[src/rtl/core/arq_pkg.sv]
package arq_pkg;

  localparam int CHANNELS_DEF    = 4;
  localparam int QUEUE_DEPTH_DEF = 8;
  localparam int SLOT_PERIOD     = 10;
  localparam int MAX_RESULTS     = 4;

  localparam logic [1:0] FN_ENQ    = 2'd0;
  localparam logic [1:0] FN_ACK    = 2'd1;
  localparam logic [1:0] FN_REMOVE = 2'd2;
  localparam logic [1:0] FN_TICK   = 2'd3;

  localparam logic [2:0] KIND_NONE    = 3'd0;
  localparam logic [2:0] KIND_SENT    = 3'd1;
  localparam logic [2:0] KIND_DROPPED = 3'd2;
  localparam logic [2:0] KIND_REJECT  = 3'd3;
  localparam logic [2:0] KIND_REMOVED = 3'd4;

  localparam logic [2:0] REG_ACK_HOLD = 3'd0;
  localparam logic [2:0] REG_RETRY    = 3'd1;
  localparam logic [2:0] REG_ACK_TYPE = 3'd2;
  localparam logic [2:0] REG_PROP     = 3'd3;
  localparam logic [2:0] REG_DOCK     = 3'd4;
  localparam logic [2:0] REG_WILD     = 3'd5;

  typedef struct packed {
    logic [7:0]  mtype;
    logic [7:0]  receiver;
    logic [31:0] stamp;
    logic [7:0]  limit;
    logic [7:0]  attempts;
    logic [7:0]  tag;
    logic [15:0] handle;
  } entry_t;

  // Per-cell command, broadcast along one channel's row of cells.
  typedef struct packed {
    logic   push_front;  // shift toward tail, load slot 0
    logic   push_tail;   // load slot at fill
    logic   shift_down;  // close a gap at del_pos
    logic   upd_head;    // rewrite slot 0 attempts/stamp
    entry_t wr;
  } cell_cmd_t;

  // slot = elapsed mod 10, via reciprocal: q = (x*0xCCCCCCCD)>>35
  function automatic logic [31:0] mod10_q(input logic [31:0] x);
    logic [63:0] p;
    p = {32'd0, x} * 64'h0000_0000_CCCC_CCCD;
    return 32'(p >> 35);
  endfunction

endpackage

[src/rtl/core/arq_cell.sv]
// One queue slot: holds an entry and takes its neighbor's on a shift.
module arq_cell (
  input  logic            clk,
  input  logic            load,
  input  arq_pkg::entry_t load_val,
  output arq_pkg::entry_t val
);
  import arq_pkg::*;

  entry_t val_r;

  always_ff @(posedge clk) begin
    if (load) begin
      val_r <= load_val;
    end
  end

  assign val = val_r;
endmodule

[src/rtl/core/arq_row.sv]
// One channel's queue as a chain of cells; slot 0 is the head.
module arq_row #(
  parameter int DEPTH = arq_pkg::QUEUE_DEPTH_DEF,
  parameter int PW    = $clog2(DEPTH)
) (
  input  logic              clk,
  input  arq_pkg::cell_cmd_t cmd,
  input  logic [PW:0]       fill,
  input  logic [PW-1:0]     del_pos,
  output arq_pkg::entry_t   slots [DEPTH]
);
  import arq_pkg::*;

  entry_t cur [DEPTH];

  genvar g;
  generate
    for (g = 0; g < DEPTH; g++) begin : g_cell
      logic   ld;
      entry_t lv;
      always_comb begin
        ld = 1'b0;
        lv = cmd.wr;
        if (cmd.push_front) begin
          ld = 1'b1;
          if (g > 0) lv = cur[(g > 0) ? g-1 : 0];
        end else if (cmd.push_tail) begin
          ld = (fill[PW-1:0] == PW'(g));
        end else if (cmd.shift_down) begin
          ld = (PW'(g) >= del_pos) && (g < DEPTH-1);
          lv = cur[(g < DEPTH-1) ? g+1 : g];
        end else if (cmd.upd_head) begin
          ld = (g == 0);
        end
      end
      arq_cell u_cell (.clk(clk), .load(ld), .load_val(lv), .val(cur[g]));
      assign slots[g] = cur[g];
    end
  endgenerate
endmodule
[config.mk]
export PLATFORM = sky130hd
export DESIGN_NAME = arq_row
export DESIGN_NICKNAME = d
export VERILOG_FILES = /design/src/rtl/core/arq_pkg.sv /design/src/rtl/core/arq_cell.sv /design/src/rtl/core/arq_row.sv
export SDC_FILE = /design/constraint.sdc
export NUM_CORES = 1
export LEC_CHECK = 0
export ABC_CLOCK_PERIOD_IN_PS = 14000
export BUFFER_PORTS_ARGS = -buffer_cell sky130_fd_sc_hd__buf_2
export CELL_PAD_IN_SITES_DETAIL_PLACEMENT = 0
export CELL_PAD_IN_SITES_GLOBAL_PLACEMENT = 1
export CORE_AREA = 2 2 316 318
export DETAILED_ROUTE_END_ITERATION = 10
export DIE_AREA = 0 0 318 320
export HOLD_SLACK_MARGIN = 0.02
export PLACE_DENSITY = 0.67
export SYNTH_ARGS = -nofsm -noshare
export SYNTH_HDL_FRONTEND = slang
export SYNTH_SLANG_ARGS = --single-unit
[constraint.sdc]
create_clock -name clk -period 14 [get_ports clk]
set_clock_uncertainty 0.05 [all_clocks]
set_input_delay 2.1 -clock clk [delete_from_list [all_inputs] [get_ports clk]]
set_output_delay 2.1 -clock clk [all_outputs]
set_load 0.02 [all_outputs]
==> results.sh <==
export IMPL_clockBufferDepth=3
export IMPL_final_common_cell="buf_2"
export IMPL_cts_tree="done"
export IMPL_layout_drive_gt1_share=0.2982
export IMPL_clkTransAtPathRegs_ns=0.06
export IMPL_synth_cell_types=32
export IMPL_syn_area_per_cell_um2=12.22
export IMPL_antenna_found_initial=9
export IMPL_drt_iter0_markers=2481
export IMPL_yosysSeqAreaShare=0.6006
export IMPL_path_cells="buf_4, nor2b_4, buf_4, buf_4, buf_4, buf_4, mux2i_1, o21ai_0"
export IMPL_leakage_uw=0.01723
export IMPL_gp_congestion=0.8322
export IMPL_power_total_uw=5962
export IMPL_path_common_cell="buf_4"
export IMPL_end_kind="register"
export IMPL_worst_pin_slew_ns=1.213
export IMPL_grt_pass1_vias=25030
export IMPL_grt_max_degree=256
export IMPL_min_period_over_period=0.4431
export IMPL_synth_top_family_by_area="multiplexers"
export IMPL_hpwl_mm=82.05
export IMPL_dr_pass1_iters=5
export IMPL_seq_power_share=0.468
export IMPL_ys_ff_latch=704
export IMPL_run_status="finished clean"
export IMPL_grt_first_pass_wirelength_mm=178.7
export IMPL_die_x_um=318
export IMPL_ir_drop_mv=0.08620
export IMPL_start_kind="primary input"
export IMPL_vias_per_cell=5.258
export IMPL_vias=25970
export IMPL_arrival_ns=6.52
export IMPL_htreeDepth=3
export IMPL_internal_power_uw=4117
export IMPL_yosys_warnings=0
export IMPL_rows=115
export IMPL_stdcell_count=4939
export IMPL_synth_area_mux_share=0.1554
export IMPL_drv_slew=0
export IMPL_timing_fmax_ghz=0.1612
export IMPL_largest_reg_flops=704
export IMPL_grt_overflow=0
export IMPL_totalWireLength_mm=124.8
export IMPL_fin_tns_setup_ns=0
export IMPL_p_comb_frac=0.185
export IMPL_worstHoldPathType="reg2reg"
export IMPL_min_period_ns=6.203
export IMPL_pre_cts_ws_ns=7.214
export IMPL_required_ns=14.32
export IMPL_fin_util=0.4315
export IMPL_crit_slowest_cell="buf_4"
export IMPL_synth_simple_area_share=0.07131
export IMPL_critical_path_class="in2reg"
export IMPL_core_area_um2=97990
export IMPL_cts_sinks=704
export IMPL_netlist_area_um2=35200
export IMPL_syn_nets=2980
export IMPL_cp_top_family="buffers and inverters"
export IMPL_slew_headroom=0.1913
export IMPL_die_area_um2=101800
export IMPL_track_usage=0.2358
export IMPL_power_frac_clock=0.347
export IMPL_synth_edff_count=704
export IMPL_port_buffers=802
export IMPL_synth_compound_area_frac=0.1128
export IMPL_wl_per_cell_um=25.26
export IMPL_hold_viol_final=0
export IMPL_crit_path_max_incr_delay_ns=0.95
export IMPL_drv_cap=0
export IMPL_die_h_um=320
export IMPL_syn2layout_area_growth_pct=20.12
export IMPL_synthCells=2880
export IMPL_clk_latency_ns=0.66
export IMPL_power_density_nw_per_um2=141.0
export IMPL_setup_slack_ns=7.797
export IMPL_io_pins=804
export IMPL_drc=0
export IMPL_final_cell_mix="799 x buf_2, 704 x edfxtp_1, 441 x o21ai_0"
export IMPL_p_sw_uw=1845
export IMPL_setup_violations=0
export IMPL_cts_resized=0
export IMPL_cp_num_buf_inv=5
export IMPL_cts_buffers=84
export IMPL_ctsRootBufferMaster="clkbuf_16"
export IMPL_postCtsSetupBuffers=0
export IMPL_rsz0062_at_grt="no"
export IMPL_holdBufCountCts=0
export IMPL_start_util=0.3592
export IMPL_ant_nets=0
export IMPL_critPathMaxFanout=57
export IMPL_post_place_cells=4787
export IMPL_synth_ff_type="edfxtp_1"
export IMPL_fin_nets=3686
export IMPL_swShare=0.3094
export IMPL_synthAdderAreaFrac=0
export IMPL_async_flop_share=0
export IMPL_synth_xor_area_frac=0
[synth_stat cells (all sizes together) (3+ instances only)]
cell,instances,area [µm²]
a211oi,89,783.3
a21oi,177,885.9
a311o,3,30.03
and3b,88,795.8
buf,93,980.9
clkbuf,124,465.5
edfxtp,704,21140
inv,176,660.6
mux2,88,1066
mux2i,440,4404
nand2,440,1652
nor2,3,18.77
nor2b,4,32.53
o21ai,442,2212
[through the flow]
stage	instance area, µm²	hold slack [ns]
3_5_place_dp	39750	0.4871
3_3_place_gp	39750	0.4795
6_report	42280	0.4997
4_1_cts	42270	0.5008
5_1_grt	42280	0.5233
2_1_floorplan	35200	0.6205
[power groups by stage]
stage | clock (µW) | sequential, µW | combinational [µW]
4_1_cts | 2120 | 2790 | 1110
2_1_floorplan | 0 | 3070 | 397
3_3_place_gp | 0 | 2830 | 1100
5_1_grt | 2190 | 2820 | 1180
3_5_place_dp | 0 | 2830 | 1110
6_report | 2070 | 2790 | 1100
[layer usage]
layer	global-route usage	vias up	part of all wire
li1	-	11980	-
met1	0.2992	12880	0.41
met2	0.3840	855	0.48
met3	0.05129	249	0.060
met4	0.1104	2	0.048
met5	0	-	0.00010
[cell type report]
type	instances	area (µm²)
inverters	176	660.6
fillers	9488	55710
clock inverters	44	276.5
repair buffers	837	4329
flip-flops and latches	704	21140
clock buffers	104	2241
diodes	4	10.01
multi-input cells	1783	12010
well taps	1287	1610
[worst register-to-register path: stages, from the launching register on]
cell      delay, ns
edfxtp_1       0.44
and3b_1        0.20
a211oi_1       0.30
a21oi_1        0.08
[final timing paths]
kind / slack [ns] / cells past startpoint / end / from
setup / recovery: 7.80 / 8 / g_cell[2].u_cell.val[26] / cmd[89]
hold / removal: 0.50 / 2 / g_cell[1].u_cell.val[71] / g_cell[0].u_cell.val[71]
setup reg to reg: 12.66 / 3 / g_cell[6].u_cell.val[86] / g_cell[7].u_cell.val[86]
hold reg to reg: 0.50 / 2 / g_cell[1].u_cell.val[71] / g_cell[0].u_cell.val[71]
[cells by family after synthesis]
logic type | Yosys count
AOI/OAI and AO/OA | 718
buffers and inverters | 393
DFF | 704
muxes | 528
and+or+nand+nor | 537
No activity file was read; power rests on OpenSTA's default activity.
